`config.mk`:
```
export PLATFORM = sky130hd
export DESIGN_NAME = read_soft_clip_extension
export DESIGN_NICKNAME = d
export VERILOG_FILES = /design/src/sv/rsce_pkg.sv /design/src/sv/rsce_ram.sv /design/src/sv/read_soft_clip_extension.sv
export SDC_FILE = /design/constraint.sdc
export NUM_CORES = 1
export LEC_CHECK = 0
export BUFFER_PORTS_ARGS = -buffer_cell sky130_fd_sc_hd__buf_4
export CAP_MARGIN = 30
export CORE_UTILIZATION = 40
export DETAILED_ROUTE_END_ITERATION = 16
export SLEW_MARGIN = 20
export SYNTH_ARGS = -nofsm -noshare
export SYNTH_HDL_FRONTEND = slang
export SYNTH_SLANG_ARGS = --single-unit
```
`constraint.sdc`:
```
create_clock -name clk -period 5.05 [get_ports clk]
set_input_delay 0.505 -clock clk [delete_from_list [all_inputs] [get_ports clk]]
set_output_delay 0.505 -clock clk [all_outputs]
set_load 0.05 [all_outputs]
```
`src/sv/rsce_pkg.sv`:
```
// Shared types and constants for the read soft clip extension block.
package rsce_pkg;

	// Default maximum number of base pairs stored per read
	localparam int MAX_READ_LEN_DEF = 128;

	// Configuration port
	localparam int APB_AW = 3;
	localparam int APB_DW = 32;
	localparam int PEN_W = 4;
	localparam logic [PEN_W-1:0] PENALTY_RESET = 4'd2;
	localparam logic REG_MISMATCH_PENALTY = 1'b0;

	// One aligned base pair of the read
	typedef struct packed {
		logic [1:0] read_base;
		logic [1:0] ref_base;
		logic       last_pair;
	} in_t;

	// Clip result for one read
	typedef struct packed {
		logic signed [7:0] clip_begin;
		logic signed [7:0] clip_end;
		logic              left_clipped;
		logic              right_clipped;
		logic [7:0]        read_length;
	} out_t;

endpackage

```
`src/sv/rsce_ram.sv`:
```
// Generic single-write, single-read RAM with registered read data.
module rsce_ram #(
	parameter int WIDTH = 1,
	parameter int DEPTH = 128
) (
	input  logic                     clk,
	input  logic                     we,
	input  logic [$clog2(DEPTH)-1:0] waddr,
	input  logic [WIDTH-1:0]         wdata,
	input  logic [$clog2(DEPTH)-1:0] raddr,
	output logic [WIDTH-1:0]         rdata
);

	logic [WIDTH-1:0] mem_q [DEPTH];

	// Write port and registered read port
	always_ff @(posedge clk) begin
		if (we) begin
			mem_q[waddr] <= wdata;
		end
		rdata <= mem_q[raddr];
	end

endmodule

```
`src/sv/read_soft_clip_extension.sv`:
```
// Top level: loads a read's match flags, then scans right and left from the middle for clips.
//
//   channel   dir  signals                               transfer when
//   in        in   in_valid, in_ready, in_data (in_t)    in_valid & in_ready
//   out       out  out_valid, out_ready, out_data (out_t) out_valid & out_ready
//   cfg       in   psel, penable, pwrite, paddr, pwdata  psel & penable & pwrite (pready = 1)
//
// One pair per cycle while loading; after the last pair the block scans the match flag RAM
// (one flag per cycle through its single read port and the shared score adder), then passes
// through a drain state and a state that loads the result.
// Reset clears the sequencer, the pair count and sets the penalty to 2; the flag RAM is not
// cleared. in_ready is low from the last pair until the result is written to the output
// register; pairs of the next read are taken while that result waits for out_ready.
module read_soft_clip_extension #(
	parameter int MAX_READ_LEN = rsce_pkg::MAX_READ_LEN_DEF
) (
	input  logic                        clk,
	input  logic                        arst_n,
	input  logic                        psel,
	input  logic                        penable,
	input  logic                        pwrite,
	input  logic [rsce_pkg::APB_AW-1:0] paddr,
	input  logic [rsce_pkg::APB_DW-1:0] pwdata,
	output logic [rsce_pkg::APB_DW-1:0] prdata,
	output logic                        pready,
	input  logic                        in_valid,
	output logic                        in_ready,
	input  rsce_pkg::in_t               in_data,
	output logic                        out_valid,
	input  logic                        out_ready,
	output rsce_pkg::out_t              out_data
);

	localparam int IDX_W = $clog2(MAX_READ_LEN);
	localparam int CW    = $clog2(MAX_READ_LEN + 1);
	localparam int SW    = IDX_W + 6;

	typedef enum logic [2:0] {
		ST_LOAD,
		ST_SCAN_R,
		ST_SCAN_L,
		ST_DRAIN,
		ST_FIN
	} state_t;

	state_t state_q;

	logic [rsce_pkg::PEN_W-1:0] pen_q;
	logic [CW-1:0]              count_q;
	logic [CW-1:0]              len_q;
	logic [IDX_W-1:0]           mid_q;
	logic [IDX_W-1:0]           k_q;

	logic                       valid_s1;
	logic                       first_s1;
	logic                       left_s1;
	logic [IDX_W-1:0]           idx_s1;

	logic signed [SW-1:0]       score_q;
	logic signed [SW-1:0]       best_q;
	logic                       end_found_q;
	logic [IDX_W-1:0]           end_idx_q;
	logic                       begin_found_q;
	logic [IDX_W-1:0]           begin_idx_q;

	logic                       out_valid_q;
	rsce_pkg::out_t             out_data_q;

	logic                       in_xfer;
	logic                       room;
	logic [CW-1:0]              new_len;
	logic                       flag_rd;
	logic signed [SW-1:0]       score_base;
	logic signed [SW-1:0]       best_base;
	logic signed [SW-1:0]       pen_ext;
	logic signed [SW-1:0]       score_nxt;
	logic                       improve;
	logic                       cfg_wr;

	// Configuration port
	assign pready = 1'b1;
	assign cfg_wr = psel && penable && pwrite && (paddr[2] == rsce_pkg::REG_MISMATCH_PENALTY);
	assign prdata = (paddr[2] == rsce_pkg::REG_MISMATCH_PENALTY)
		? rsce_pkg::APB_DW'(pen_q) : '0;

	// Load side
	assign in_ready = (state_q == ST_LOAD);
	assign in_xfer  = in_valid && in_ready;
	assign room     = count_q < CW'(MAX_READ_LEN);
	assign new_len  = room ? count_q + CW'(1) : count_q;

	rsce_ram #(
		.WIDTH(1),
		.DEPTH(MAX_READ_LEN)
	) u_flags (
		.clk  (clk),
		.we   (in_xfer && room),
		.waddr(IDX_W'(count_q)),
		.wdata(in_data.read_base == in_data.ref_base),
		.raddr(k_q),
		.rdata(flag_rd)
	);

	// Shared score unit: one flag per cycle, restarting at the first offset of each scan
	assign score_base = first_s1 ? '0 : score_q;
	assign best_base  = first_s1 ? '0 : best_q;
	assign pen_ext    = signed'(SW'(pen_q));
	assign score_nxt  = flag_rd ? score_base + SW'(1) : score_base - pen_ext;
	assign improve    = score_nxt > best_base;

	// Sequencer, scan pipeline and output register
	always_ff @(posedge clk or negedge arst_n) begin
		if (!arst_n) begin
			state_q       <= ST_LOAD;
			pen_q         <= rsce_pkg::PENALTY_RESET;
			count_q       <= '0;
			len_q         <= '0;
			mid_q         <= '0;
			k_q           <= '0;
			valid_s1      <= 1'b0;
			first_s1      <= 1'b0;
			left_s1       <= 1'b0;
			idx_s1        <= '0;
			score_q       <= '0;
			best_q        <= '0;
			end_found_q   <= 1'b0;
			end_idx_q     <= '0;
			begin_found_q <= 1'b0;
			begin_idx_q   <= '0;
			out_valid_q   <= 1'b0;
			out_data_q    <= '0;
		end else begin
			if (cfg_wr) begin
				pen_q <= pwdata[rsce_pkg::PEN_W-1:0];
			end

			// drop the result once taken; the result stage reloads it on its own
			if (out_valid_q && out_ready && state_q != ST_FIN) begin
				out_valid_q <= 1'b0;
			end

			// process the flag issued last cycle
			if (valid_s1) begin
				score_q <= score_nxt;
				if (improve) begin
					best_q <= score_nxt;
				end else begin
					best_q <= best_base;
				end
				if (left_s1) begin
					begin_found_q <= improve || (!first_s1 && begin_found_q);
					if (improve) begin
						begin_idx_q <= idx_s1;
					end
				end else begin
					end_found_q <= improve || (!first_s1 && end_found_q);
					if (improve) begin
						end_idx_q <= idx_s1;
					end
				end
			end

			case (state_q)
				ST_LOAD: begin
					valid_s1 <= 1'b0;
					if (in_xfer) begin
						if (in_data.last_pair) begin
							len_q   <= new_len;
							mid_q   <= IDX_W'(new_len >> 1);
							k_q     <= IDX_W'(new_len >> 1);
							count_q <= '0;
							state_q <= ST_SCAN_R;
						end else begin
							count_q <= new_len;
						end
					end
				end
				ST_SCAN_R: begin
					valid_s1 <= 1'b1;
					first_s1 <= (k_q == mid_q);
					left_s1  <= 1'b0;
					idx_s1   <= k_q;
					if (CW'(k_q) == len_q - CW'(1)) begin
						k_q     <= mid_q;
						state_q <= ST_SCAN_L;
					end else begin
						k_q <= k_q + IDX_W'(1);
					end
				end
				ST_SCAN_L: begin
					valid_s1 <= 1'b1;
					first_s1 <= (k_q == mid_q);
					left_s1  <= 1'b1;
					idx_s1   <= k_q;
					if (k_q == '0) begin
						state_q <= ST_DRAIN;
					end else begin
						k_q <= k_q - IDX_W'(1);
					end
				end
				ST_DRAIN: begin
					valid_s1 <= 1'b0;
					state_q  <= ST_FIN;
				end
				ST_FIN: begin
					valid_s1 <= 1'b0;
					// hold until the output register is free
					if (!out_valid_q || out_ready) begin
						out_valid_q              <= 1'b1;
						out_data_q.clip_begin    <= begin_found_q ? 8'(begin_idx_q) : '1;
						out_data_q.clip_end      <= end_found_q ? 8'(end_idx_q) : '1;
						out_data_q.left_clipped  <= !(begin_found_q && begin_idx_q == '0);
						out_data_q.right_clipped <=
							!(end_found_q && CW'(end_idx_q) == len_q - CW'(1));
						out_data_q.read_length   <= 8'(len_q);
						state_q                  <= ST_LOAD;
					end
				end
				default: begin
					valid_s1 <= 1'b0;
					state_q  <= ST_LOAD;
				end
			endcase
		end
	end

	assign out_valid = out_valid_q;
	assign out_data  = out_data_q;

	// Pair count never passes the store depth
	a_count_range: assert property (@(posedge clk) disable iff (!arst_n)
		count_q <= CW'(MAX_READ_LEN))
		else $error("pair count beyond store depth");

	// Scan offsets stay inside the loaded read
	a_scan_in_read: assert property (@(posedge clk) disable iff (!arst_n)
		(state_q == ST_SCAN_R || state_q == ST_SCAN_L) |-> (CW'(k_q) < len_q))
		else $error("scan offset outside read");

	// Score pipeline is empty whenever loading or emitting
	a_pipe_empty: assert property (@(posedge clk) disable iff (!arst_n)
		(state_q == ST_LOAD || state_q == ST_FIN) |-> !valid_s1)
		else $error("score pipeline busy outside scan");

	// A result is only loaded after the left scan drained
	a_result_after_drain: assert property (@(posedge clk) disable iff (!arst_n)
		(state_q == ST_FIN) |-> ($past(state_q) == ST_DRAIN || $past(state_q) == ST_FIN))
		else $error("result stage entered without drain");

endmodule

```
==> summary.md <==
| Metric | Value |
|---|---|
| Critical path startpoint category | register |
| ANT nets after route | 0 |
| Count leader, synth | nor2_1 |
| Slowest cell on crit path | dfstp_2 |
| CP Cell Sequence | inv_1 > ha_1 > nor2b_1 > fa_1 > a21o_1 > a21oi_1 > o31a_1 > o21ai_0 > xnor2_1 > inv_1 > ha_1 > nand4_1 > o41ai_2 > buf_4 > nor3_1 > mux2i_4 > mux2_2 |
| Clock Latency Late Sink | 540 ps |
| Final setup violation count | 0 |
| PortBufs | 48 |
| Clk_skew | 15.75 ps |
| Initial core utilization | around two fifths |
| Finished Layout Cells | 1526 |
| Gpl congestion | 0.7902 |
| Hold_ws | 206.8 ps |
| Synth top area cells | edfxtp_1 (31%), dfrtp_1 (22%), mux4_2 (6.6%) |
| Crit path DAT | 5100 ps |
| Critical Path RT | 5460 ps |
| R2R depth | 17 |
| Total global routing track utilization | about 17% |
| GR Overflow Total | 0 |
| Die W | 177.6 µm |
| Ys Warns | 0 |
| Mapped Cells | 1082 |
| Die Area | 0.03155 mm² |
| Row count | 63 |
| Clock tree buffer depth | 3 |
| Critical-path maximum fanout | 8 |
| Cell-internal power | around 0.0060 W |
| Largest net degree at the start of global routing | 68 |
| DP Cell Count | 1474 |
| Period utilization | 92.91% |
| Flop2flop setup slack | ~360 ps |
| Leakage power | roughly 5.4 nW |
| DP Worst Slack | about 350 ps |
| Vias in the first global route | between 7000 and 8000 |
| Yosys reg bits | 238 |
| Total CTS buffers | 27 |
| DR WL/cell | 17.32 µm |
| Vias/cell | 5.212 |
| Seq/Total Area, Yosys | 53.44% |
| Layout cells sized above 1 | 17.87% |
| Switching Fraction | 39.69% |
| Seq pwr share | between 20% and 30% |
| Fmax | 213.1 MHz |
| Max_cap viols | 0 |
| Worst-margin pin slew | 887.0 ps |
| Critical Path Sink Type | register |
| Max Slew Vio Count | 0 |
| CTS tree | done |
| Relative slew slack | 40.72% |
| Combinational fraction of design power | 50.2% |
| Final Worst Setup Slack | 358.2 ps |
| Min-Delay Path Class | primary input to register |
| Initial antenna violation count | 0 |
| Ys flop type | edfxtp_1 |
| Clock share of power | 20.0% |
| Syn Area/Cell | between 10 and 15 µm² |
| Crit path time final | 4692 ps |
| Post-synth cell types | 75 |
| Final HPWL DP | 17.07 mm |
| Reg-to-Reg Start | pen_q[1] |
| Die height | 177.6 µm |
| ANT cells | 0 |
| Post-CTS Setup Bufs | 0 |
| DRC Markers | 0 |
| Final wirelength | 26.43 mm |
| # IOs | approximately 110 |
| Peak supply drop | 0.3461 mV |
| Unrepaired setup endpoints after global routing | no |
| Detailed-route via count | 7953 |
| Reg clk slew, reported paths | 60 ps |
| Most frequent cells after synthesis | nor2_1 (175), edfxtp_1 (128), dfrtp_1 (108) |
| NetSw | 0.003935 W |
| Global-route wire length before repair | 42.94 mm |
| Beginning of the worst hold path | pwdata[0] |
| CP max stage delay | 530 ps |
| Hold Path Sink | pen_q[0] |
| Asr flop ratio synth | a little under half |
| Post-route setup TNS | 0 ps |
| Layout Nets | 1197 |
| Yosys top cell by area | edfxtp_1 |
| CTS Root Cell | clkbuf_16 |
| EDFF count, synth | 128 |
| H-tree Lvls | 1 |
| Critical Setup Path Class | register to register |
| Mapped Area | ~0.012 mm² |
| Outcome | complete, no violations |
| Area Overhead vs Synth | 12.77% |
| Top-area cell type share of the netlist area | 31.16% |
| Top delay family on crit path | compound AO/OA/AOI/OAI gates |
| Final hold vios | 0 |
| Critical path buffer and inverter count | 3 |
| DRT iter0 DRCs | 471 |
| PwrDens | ~710 mW/mm² |
| Worst reg2reg endpoint | begin_idx_q[3] |
| Core area | 0.02995 mm² |
| DRT Pass-1 Iters | 5 |
| WHS Path Cells | 2 |
| Clock Sinks | between 200 and 250 |
worst max path at each step:
stage / from / end / cells past startpoint
after floorplan: pen_q[1] / best_q[9] / 17
after global placement: pen_q[1] / begin_idx_q[1] / 17
after CTS: pen_q[1] / begin_idx_q[0] / 17
after global routing: pen_q[1] / begin_idx_q[3] / 17
after detailed placement: pen_q[1] / begin_idx_q[0] / 16
final: pen_q[1] / begin_idx_q[3] / 17
power groups by stage:
| stage | Combinational (W) | Sequential, W | Clock, W |
|---|---|---|---|
| 4_1_cts | 0.00505 | 0.00296 | 0.00203 |
| 3_5_place_dp | 0.00502 | 0.00300 | 0 |
| 3_3_place_gp | 0.00495 | 0.00299 | 0 |
| 2_1_floorplan | 0.00386 | 0.00296 | 0 |
| 5_1_grt | 0.00554 | 0.00303 | 0.00210 |
| 6_report | 0.00498 | 0.00295 | 0.00198 |
placed cells by master, fill, tap and decap left out, types with 8 or more instances in the layout:
cell type and count:
xor2_1 22, nand3_1 18, nor3_1 17, o21ai_0 38, mux4_2 36, nand2_1 87
nand4_1 8, a31oi_1 8, nor2_1 174, a21o_1 11, edfxtp_1 128, a21oi_1 33
nand2b_1 19, inv_1 29, clkbuf_16 27, mux2_2 39, buf_4 64, xnor2_1 32
nor2b_1 40, conb_1 29, dfrtp_1 107, ha_1 32, mux2i_1 19
layout make-up:
type | instances | area, µm²
multi-input cells | 750 | 5255
clock inverters | 17 | 192.7
flip-flops and latches | 238 | 6594
inverters | 30 | 112.6
fillers | 2780 | 16040
well taps | 390 | 488.0
repair buffers | 70 | 579.3
clock buffers | 31 | 690.7
metrics by stage:
stage | cell area [µm²] | util, % | total power, W
after floorplan | 12440 | - | 0.006825
after global placement | 12920 | 43.14 | 0.007943
after detailed placement | 12970 | 43.30 | 0.008016
after CTS | 13850 | 46.24 | 0.01004
after global routing | 13910 | 46.45 | 0.01067
final | 13910 | 46.45 | 0.009913
kinds of logic (layout without fill, tap and decap cells):
logic type      count (synthesis)  in the layout  synth area share (%)
simple gates                  397            397                 14.79
flops                         238            238                 53.44
compound gates                141            141                 7.586
buf+inv                       121            148                 4.848
mux                            96             96                 12.04
xor+xnor                       54             54                 3.834
fa+ha+maj                      33             33                 3.408
other cells                     2             29               0.06087
state kept, by name, indices dropped and copies added, names as in the netlist, 3 cells and up:
| signal | cells |
|---|---|
| u_flags.mem_q | 128 |
| out_data | 26 |
| best_q | 13 |
| score_q | 13 |
| count_q | 8 |
| len_q | 8 |
| begin_idx_q | 7 |
| end_idx_q | 7 |
| idx_s1 | 7 |
| k_q | 7 |
| pen_q | 4 |
| state_q | 3 |
layer usage:
| metal | vias up | wire length, µm | GRT usage (%) |
|---|---|---|---|
| met2 | 147 | 12980 | 29.82 |
| met4 | 0 | 669 | 5.128 |
| li1 | 3846 | - | - |
| met1 | 3919 | 11850 | 22.53 |
| met5 | - | 0 | 0 |
| met3 | 41 | 930 | 2.356 |
timing repair:
| item | CTS | global route |
|---|---|---|
| endpoints found under the setup margin | 0 | 0 |
| resized for setup | 0 | 0 |
| hold buffers | 0 | 1 |
| endpoints found under the hold margin | 0 | 8 |
No activity file was read; power rests on OpenSTA's default activity.
